File: src/design/ncc_pkg.sv
`timescale 1ns / 1ps
`default_nettype none
// ----------------------------------------------------------------------------
// ncc_pkg: shared definitions for the neuron co-activation counter
// Sizes, command codes, controller states and the memory request bundle.
// ----------------------------------------------------------------------------
package ncc_pkg;

  localparam int HIDDEN_SIZE = 256;
  localparam int COUNT_WIDTH = 32;
  localparam int RELU_SHIFT  = 5;

  localparam int IDX_W    = $clog2(HIDDEN_SIZE);
  localparam int ADDR_W   = 2 * IDX_W;
  localparam int SAMPLE_W = 16;
  localparam int INDEX_W  = 8;
  localparam int RESULT_W = 32;

  // A neuron is active when max(0,v) >> RELU_SHIFT is nonzero, i.e. v >= 2^RELU_SHIFT.
  localparam logic signed [SAMPLE_W-1:0] ACT_THRESH = SAMPLE_W'(1 << RELU_SHIFT);
  localparam logic [IDX_W-1:0] LAST_IDX = IDX_W'(HIDDEN_SIZE - 1);

  localparam logic CMD_LOAD = 1'b0;
  localparam logic CMD_READ = 1'b1;

  typedef enum logic [1:0] {
    ST_CLEAR,
    ST_IDLE,
    ST_SWEEP
  } state_t;

  typedef struct packed {
    logic                   we;
    logic [ADDR_W-1:0]      waddr;
    logic [COUNT_WIDTH-1:0] wdata;
    logic [ADDR_W-1:0]      raddr;
  } mem_req_t;

endpackage
`default_nettype wire

File: src/design/ncc_ctrl.sv
`timescale 1ns / 1ps
`default_nettype none
// ----------------------------------------------------------------------------
// ncc_ctrl: load tracking and counter update sequencer
// Collects the active flags of a position, sweeps all neuron pairs with a
// read-increment-write pipeline, and clears the counter memory after reset.
// ----------------------------------------------------------------------------
module ncc_ctrl (
  input  wire logic                                   clk,
  input  wire logic                                   rst,
  input  wire logic                                   start,
  input  wire logic                                   command,
  input  wire logic signed [ncc_pkg::SAMPLE_W-1:0]    sample_value,
  input  wire logic                                   is_last,
  input  wire logic        [ncc_pkg::INDEX_W-1:0]     row_index,
  input  wire logic        [ncc_pkg::INDEX_W-1:0]     col_index,
  input  wire logic        [ncc_pkg::COUNT_WIDTH-1:0] rd_data,
  output logic                                        busy,
  output ncc_pkg::mem_req_t                           mem_req
);

  import ncc_pkg::*;

  state_t state, state_next;

  logic [HIDDEN_SIZE-1:0] flags;
  logic [HIDDEN_SIZE-1:0] flags_upd;
  logic [HIDDEN_SIZE-1:0] row_flags;
  logic [HIDDEN_SIZE-1:0] col_flags;

  logic [IDX_W-1:0]  ld_neuron;
  logic              ld_half;
  logic              ld_full;
  logic [IDX_W-1:0]  sw_row;
  logic [IDX_W-1:0]  sw_col;
  logic [ADDR_W-1:0] clr_addr;

  logic              wb_act;
  logic [ADDR_W-1:0] wb_addr;

  logic accept;
  logic load_acc;
  logic last_acc;
  logic act_in;
  logic sweep_end;

  assign busy      = (state != ST_IDLE);
  assign accept    = start && !busy;
  assign load_acc  = accept && (command == CMD_LOAD);
  assign last_acc  = load_acc && is_last;
  assign act_in    = (sample_value >= ACT_THRESH);
  assign sweep_end = (sw_row == LAST_IDX) && (sw_col == LAST_IDX);

  always_comb begin
    for (int k = 0; k < HIDDEN_SIZE; k++) begin
      flags_upd[k] = flags[k] |
        (load_acc && !ld_full && act_in && (ld_neuron == IDX_W'(k)));
    end
  end

  always_ff @(posedge clk) begin
    if (rst) begin
      state <= ST_CLEAR;
    end else begin
      state <= state_next;
    end
  end

  always_comb begin
    state_next    = state;
    mem_req.we    = wb_act;
    mem_req.waddr = wb_addr;
    mem_req.wdata = (rd_data == '1) ? rd_data : rd_data + 1'b1;
    mem_req.raddr = {IDX_W'(row_index), IDX_W'(col_index)};
    unique case (state)
      ST_CLEAR: begin
        mem_req.we    = 1'b1;
        mem_req.waddr = clr_addr;
        mem_req.wdata = '0;
        if (clr_addr == '1) begin
          state_next = ST_IDLE;
        end
      end
      ST_IDLE: begin
        if (last_acc) begin
          state_next = ST_SWEEP;
        end
      end
      ST_SWEEP: begin
        mem_req.raddr = {sw_row, sw_col};
        if (sweep_end) begin
          state_next = ST_IDLE;
        end
      end
      default: begin
        state_next = ST_CLEAR;
      end
    endcase
  end

  // Flags of the position being loaded; cleared once handed to the sweep.
  always_ff @(posedge clk) begin
    if (rst || last_acc) begin
      flags <= '0;
    end else if (load_acc) begin
      flags <= flags_upd;
    end
  end

  // Rotating copies: bit 0 always holds the flag of the current row or column.
  always_ff @(posedge clk) begin
    if (last_acc) begin
      row_flags <= flags_upd;
      col_flags <= flags_upd;
    end else if (state == ST_SWEEP) begin
      col_flags <= {col_flags[0], col_flags[HIDDEN_SIZE-1:1]};
      if (sw_col == LAST_IDX) begin
        row_flags <= {row_flags[0], row_flags[HIDDEN_SIZE-1:1]};
      end
    end
  end

  always_ff @(posedge clk) begin
    if (rst || last_acc) begin
      ld_neuron <= '0;
      ld_half   <= 1'b0;
      ld_full   <= 1'b0;
    end else if (load_acc && !ld_full) begin
      if (ld_neuron == LAST_IDX) begin
        ld_neuron <= '0;
        if (ld_half) begin
          ld_full <= 1'b1;
        end
        ld_half <= 1'b1;
      end else begin
        ld_neuron <= ld_neuron + 1'b1;
      end
    end
  end

  always_ff @(posedge clk) begin
    if (rst || last_acc) begin
      sw_row <= '0;
      sw_col <= '0;
    end else if (state == ST_SWEEP) begin
      if (sw_col == LAST_IDX) begin
        sw_col <= '0;
        sw_row <= sw_row + 1'b1;
      end else begin
        sw_col <= sw_col + 1'b1;
      end
    end
  end

  always_ff @(posedge clk) begin
    if (rst) begin
      clr_addr <= '0;
    end else if (state == ST_CLEAR) begin
      clr_addr <= clr_addr + 1'b1;
    end
  end

  // Write-back stage: the counter read this cycle is incremented next cycle.
  always_ff @(posedge clk) begin
    if (rst) begin
      wb_act <= 1'b0;
    end else begin
      wb_act <= (state == ST_SWEEP) && row_flags[0] && col_flags[0];
    end
  end

  always_ff @(posedge clk) begin
    wb_addr <= {sw_row, sw_col};
  end

endmodule
`default_nettype wire

File: config.mk
export PLATFORM = sky130hd
export DESIGN_NAME = ncc_ctrl
export DESIGN_NICKNAME = d
export VERILOG_FILES = /design/src/design/ncc_pkg.sv /design/src/design/ncc_ctrl.sv
export SDC_FILE = /design/constraint.sdc
export NUM_CORES = 1
export LEC_CHECK = 0
export BUFFER_PORTS_ARGS = -buffer_cell sky130_fd_sc_hd__buf_2
export CORE_MARGIN = 2
export CORE_UTILIZATION = 49
export DETAILED_ROUTE_END_ITERATION = 16
export PLACE_DENSITY_LB_ADDON = 0.25
export SKIP_CTS_REPAIR_TIMING = 1
export SLEW_MARGIN = 10
export SYNTH_ARGS = -nofsm -noshare
export SYNTH_HDL_FRONTEND = slang
export SYNTH_SLANG_ARGS = --single-unit
File: constraint.sdc
create_clock -name clk -period 9.05 [get_ports clk]
set_clock_uncertainty 0.15 [all_clocks]
set_input_delay 0.4525 -clock clk [delete_from_list [all_inputs] [get_ports clk]]
set_output_delay 0.4525 -clock clk [all_outputs]
set_load 0.05 [all_outputs]
==> metrics.txt, run 1 <==
leakage=13.4 nW; Starting Density=49.5%; I/O pin count=135; critical path data required time=9.42 ns; power per cell area=203 nW/um^2; fraction of layout cells with a size suffix above 1=9.98%; Psw=0.00153 W; max-cap violations=0; Slew @ Worst Pin=1.22 ns; Syn Nets=3433; DRC=0; met3 usage=5.83%; Net Sw Frac=20.1%; R2R setup slack=5.13 ns; area of the multi-input gates=10800 sq um; most common cell after layout, fill and taps aside=nor2_1; GRT Overall Usage=24.2%; total power=0.00763 W; Yosys warning total=0; worst reg2reg path depth=5; synthesized area per cell=9.92 sq um; Sequential Area=21700 sq um; Vias/cell=5.51; nets=3511; vias in the first global route=22.8k; GRT busiest layer=met2; Max Clk Rate=255 MHz; core area=67300 sq um; register area share after synthesis=65.2%; status=finished clean; largest cells by area after synthesis=edfxtp_1 (46%), dfxtp_1 (19%), nor2_1 (12%), nand2_1 (4.6%), o21ai_0 (4.1%); CP Launch Type=flop; most frequent cells in the layout=nor2_1 (1087), edfxtp_1 (512), nand2_1 (405), dfxtp_1 (317), o21ai_0 (274); RSZ-0062 raised after global routing=false; final instance area=37600 sq um; Clock Latency Late Sink=0.64 ns; CTS sink cnt=829; Die X=265 um; Worst EP arrival=4.29 ns; Worst path slowest cell=nand3_1; grt met1 use=33.2%; Worst path max stage delay=1.04 ns; Final Hold Viols=0; clk slew on worst S/H paths=0.06 ns; area growth from synthesis to layout=12.9%; global-route wire length before repair=131000 um; CTS tree=yes; EDFF count, synth=512; setup_tns=0 ns; hpwl dp=48900 um; post-synthesis register bit count=829; ys async rst share=0%; cell taking the most area after synthesis=edfxtp_1; VDD IR max=0.141 mV; Synth Flop Type=edfxtp_1; dpl cell area=34700 sq um; routed vias=24.1k; CP max FO=21; First-pass DRT Iterations=5; worst-case clock buffer depth=3; Mapped Area=33300 sq um; clock power share=46.9%; WL per Instance=19.4 um; First DRT Iteration DRCs=2409; FF-to-FF Start=state[0]; initial antenna violation count=2; Critical Path Start=state[0]; GPL Wtd Cong=0.842; Reg2Reg Capture Point=flags[253]; Row Count=95; Gate Count Post-Synth=3356; gr ovfl total=0; hold crit path type=in2reg; CTS Buf Count=86; internal power contribution=0.00610 W; relative slew slack=18.2%; number of filler instances in the final layout=5882; logic gate share of total power=1.2%; Final Setup Violations=0; Worst Setup EP=flags[253]; Final Slew Violations=0; Final min period=3.92 ns; Crit Path Class=reg2reg; crit-path cells=and4bb_4 > or3b_4 > nor3_2 > nand3_1 > o21ai_0; synth unique cells=53; die area=70100 sq um; Root Buffer=clkbuf_16; Clock H-tree levels=3; Seq pwr share=52.0%; post-route ant nets=0; largest net degree at the start of global routing=217; PortBufs=129; post-synth top area share=46.2%; Setup crit end kind=flop; M2 GR Usage=37.9%; crit share post-route=43.3%; Routed Wire Length=85000 um; die height=265 um
state kept, by name (all words and copies together) (netlist names):
name / count
col_flags: 256
flags: 256
row_flags: 256
clr_addr: 16
wb_addr: 16
ld_neuron: 8
sw_col: 8
sw_row: 8
state: 2
ld_full: 1
ld_half: 1
wb_act: 1
cell usage after synthesis (all sizes together) (8+ instances only):
master  instances
dfxtp         317
xnor2          20
nand2b         13
inv             9
nand2         408
nand3          35
edfxtp        512
and4           11
a211oi         32
o41ai          15
nor2         1089
xor2           15
nand4          23
buf            30
ha              8
or4            12
nor2b           9
nor3           19
o21ai         289
a21oi         256
and3           11
or3            16
clkbuf        161
how the worst min path moves through the flow:
stage / startpoint / slack, ns / to / cells past startpoint
2_1_floorplan: sw_row[5] / 0.22 / wb_addr[13] / 0
3_3_place_gp: sw_row[5] / 0.24 / wb_addr[13] / 0
3_5_place_dp: sw_row[6] / 0.25 / wb_addr[14] / 0
4_1_cts: rst / 0.1 / clr_addr[15] / 2
5_1_grt: rst / 0.11 / clr_addr[15] / 2
6_report: rst / 0.12 / clr_addr[15] / 2
cells by family (layout without fill, tap and decap cells):
| logic type | count (synthesis) | count (layout) | synth area share [%] |
|---|---|---|---|
| multiplexers | 2 | 2 | 0.0601 |
| other | 0 | 1 | 0 |
| AND/OR/NAND/NOR | 1667 | 1667 | 20.2 |
| adder cells (fa/ha/maj) | 8 | 8 | 0.301 |
| XOR/XNOR | 35 | 35 | 0.921 |
| buffers and inverters | 200 | 350 | 2.58 |
| flip-flops | 829 | 829 | 65.2 |
| AO/OA/AOI/OAI | 615 | 615 | 10.7 |
routing by layer:
layer / wire [um] / vias up
met5: 0 / -
met4: 2820 / 0
met3: 6430 / 161
met2: 38400 / 751
met1: 37300 / 11593
li1: - / 11608
critical path: cells and delay by family (launching register included):
kind	cells	cell delay, ns
compound gates	1	0.48
flops	1	0.52
simple gates	4	2.64
stage by stage:
stage	hold slack [ns]	setup WS (ns)	instances	utilization, %
after global placement	0.238	5.12	4219	51.6
after CTS	0.0959	5.15	4379	55.9
after global routing	0.115	5.00	4380	55.9
after floorplan	0.219	1.58	3356	-
final	0.116	5.13	4380	55.9
after detailed placement	0.254	5.07	4219	51.6
cell type report:
cell class	instances	area share, %
repair buffers	181	2.89
diodes	1	0.00666
inverters	9	0.0899
multi-input cells	2327	28.7
clock inverters	32	0.892
flip-flops and latches	829	57.8
well taps	873	2.91
clock buffers	128	6.74
power groups by stage:
stage               Clock, W  Combinational (W)  Sequential, W
global placement           0          0.0000877        0.00405
floorplan                  0          0.0000521        0.00405
finish               0.00358          0.0000890        0.00397
CTS                  0.00362          0.0000886        0.00397
detailed placement         0          0.0000884        0.00405
global route         0.00377          0.0000954        0.00396
No activity file was read; power rests on OpenSTA's default activity.
==> inputs of run 2 (changes only) <==
--- a/config.mk
+++ b/config.mk
@@ -5,6 +5,7 @@
 export SDC_FILE = /design/constraint.sdc
 export NUM_CORES = 1
 export LEC_CHECK = 0
+export ABC_AREA = 1
 export BUFFER_PORTS_ARGS = -buffer_cell sky130_fd_sc_hd__buf_2
 export CORE_MARGIN = 2
 export CORE_UTILIZATION = 49
==> constraint.sdc (replaced) <==
create_clock -name clk -period 4.1 [get_ports clk]
set_clock_uncertainty 0.15 [all_clocks]
set_input_delay 0.205 -clock clk [delete_from_list [all_inputs] [get_ports clk]]
set_output_delay 0.205 -clock clk [all_outputs]
set_load 0.05 [all_outputs]
==> metrics.txt, run 2 <==
routed vias=27.6k; WL per Instance=15.9 um; HP Start=command; hold slack=-0.00342 ns; global-route wire length before repair=138000 um; count leader, synth=nand2_1; Final Setup Violations=0; Clock H-tree levels=3; Root Buffer=clkbuf_16; FF-to-FF Start=state[0]; worst reg2reg path depth=7; failing checks=negative hold slack; largest net degree at the start of global routing=112; critical path data required time=3.74 ns; register area share after synthesis=59.5%; largest cells by area after synthesis=edfxtp_1 (42%), nand2_1 (18%), dfxtp_1 (17%), a21oi_1 (4.0%), nor2_1 (3.9%); M2 GR Usage=36.7%; # diodes=0; crit share post-route=79.1%; most frequent cells in the layout=nand2_1 (1787), edfxtp_1 (512), nor2_1 (382), inv_1 (354), dfxtp_1 (317); nets=4421; Die X=277 um; CP max FO=42; core area=74100 sq um; Synth Area in Simple Gates=28.5%; First DRT Iteration DRCs=2093; met3 usage=2.79%; most frequent cells after synthesis=nand2_1 (1797), edfxtp_1 (512), nor2_1 (383); Crit Path Class=reg2out; CTS Buf Count=87; Routed Wire Length=85800 um; CTS tree=yes; clock power share=46.9%; Gate Count Post-Synth=4287; GRT Overall Usage=22.2%; XOR/XNOR Fraction of Synth Area=0.431%; VDD IR max=0.387 mV; Synth Flop Type=edfxtp_1; fin util=55.3%; Vias/cell=5.12; Final Hold Viols=1; hold crit path type=in2reg; post-synthesis compound-gate area fraction=4.55%; GPL Wtd Cong=0.892; Hold Path End=ld_neuron[0]; R2R setup slack=1.01 ns; Worst EP arrival=2.89 ns; power per cell area=413 nW/um^2; internal power contribution=0.0135 W; largest family of logic cells by synthesized area=simple AND/OR/NAND/NOR gates; max-cap violations=0; biggest regs=col_flags: 256 flops, flags: 256 flops, row_flags: 256 flops; dpl cell area=38000 sq um; most common cell after layout, fill and taps aside=nand2_1; Max Clk Rate=309 MHz; post-synthesis adder-cell area fraction=0.274%; fraction of layout cells with a size suffix above 1=9.74%; I/O pin count=135; Starting Density=49.3%; synth unique cells=34; vias in the first global route=25.9k; Placed Cells=5220; Psw=0.00344 W; final instance area=41000 sq um; ys async rst share=0%; Slew @ Worst Pin=1.04 ns; Final min period=3.24 ns; relative slew slack=30.8%; grt met1 use=30.9%; Mapped Area=36500 sq um; post-synth top area share=42.1%; die area=76800 sq um; Final Slew Violations=0; Clock Latency Late Sink=0.64 ns; worst-case clock buffer depth=3; DRC=0; status=complete, but fails checks; RSZ-0062 raised after global routing=false; synthesized area per cell=8.52 sq um; Row Count=100; CP Launch Type=flop; clk slew on worst S/H paths=0.06 ns; fin cells=5385; PortBufs=129; die height=277 um; hpwl dp=49200 um; post-route ant nets=0; setup_tns=0 ns; hold path cells=5; Yosys warning total=0; leakage=17.8 nW; EDFF count, synth=512; logic gate share of total power=1.3%; Reg2Reg Capture Point=flags[19]; CTS sink cnt=829; Seq pwr share=51.7%; total power=0.0169 W; initial antenna violation count=0; gr ovfl total=0; area growth from synthesis to layout=12.1%; multiplexer area fraction after synthesis=0%; Syn Nets=4364; Setup crit end kind=output pin; cell taking the most area after synthesis=edfxtp_1; Net Sw Frac=20.3%; post-synthesis register bit count=829; First-pass DRT Iterations=6; GRT busiest layer=met2
-- run 2: changes by cell type after synthesis, moves of 17 or more --
cell / change
buf_2: +78
nor2_1: -706
nand2_1: +1389
o21ai_0: -238
a211oi_1: -31
inv_1: +345
nand3_2: +86
clkbuf_1: -61
nand3_1: +179
a21oi_1: +37
nand4_1: -17
-- run 2: cell families (layout without fill, tap and decap cells) --
group | count (synthesis) | count (layout)
AOI/OAI and AO/OA | 331 | 331
xor gates and xnor gates | 18 | 18
adders and majority gates | 8 | 8
buffers and inverters | 577 | 706
DFF | 829 | 829
and+or+nand+nor | 2524 | 2524
-- run 2: stage by stage --
stage,hold WS [ns],setup slack [ns]
finish,-0.00342,0.859
global route,0.0285,0.634
CTS,-0.297,0.784
detailed placement,0.232,0.995
global placement,0.227,1.05
floorplan,0.213,0.558
-- run 2: worst max path at each step --
stage	slack (ns)	from	end	depth (start not counted)
finish	0.86	state[1]	mem_req[32]	7
global route	0.63	state[1]	mem_req[40]	7
CTS	0.78	state[1]	mem_req[40]	7
detailed placement	1.0	state[0]	sw_col[2]	7
global placement	1.05	state[0]	sw_col[4]	7
floorplan	0.56	state[0]	col_flags[0]	6
-- run 2: critical path, cell delays in order, from the launching register on --
cell	delay, ns
dfxtp_1	0.42
nor2_2	0.06
buf_4	0.22
inv_1	0.78
buf_4	0.33
nand2_1	0.07
inv_1	0.09
buf_2	0.27
-- run 2: area by class of cell --
type	count	area, sq um
Inverter	359	1360
Tap cell	969	1210
Sequential cell	829	21700
Clock inverter	31	302
Clock buffer	130	2580
Fill cell	6705	33100
Multi-Input combinational cell	2881	12400
Timing Repair Buffer	186	1400
-- run 2: power by group through the flow --
stage	clock network, W	logic [W]	registers, W
3_3_place_gp	0	0.000223	0.00893
6_report	0.00795	0.000227	0.00875
4_1_cts	0.00808	0.000225	0.00875
2_1_floorplan	0	0.000140	0.00893
3_5_place_dp	0	0.000224	0.00893
5_1_grt	0.00840	0.000247	0.00875
-- run 2: per-layer routing --
| metal | wire length (um) | vias up |
|---|---|---|
| met5 | 0 | - |
| met4 | 1780 | 0 |
| met3 | 4520 | 113 |
| met2 | 40700 | 644 |
| met1 | 38800 | 13055 |
| li1 | - | 13763 |
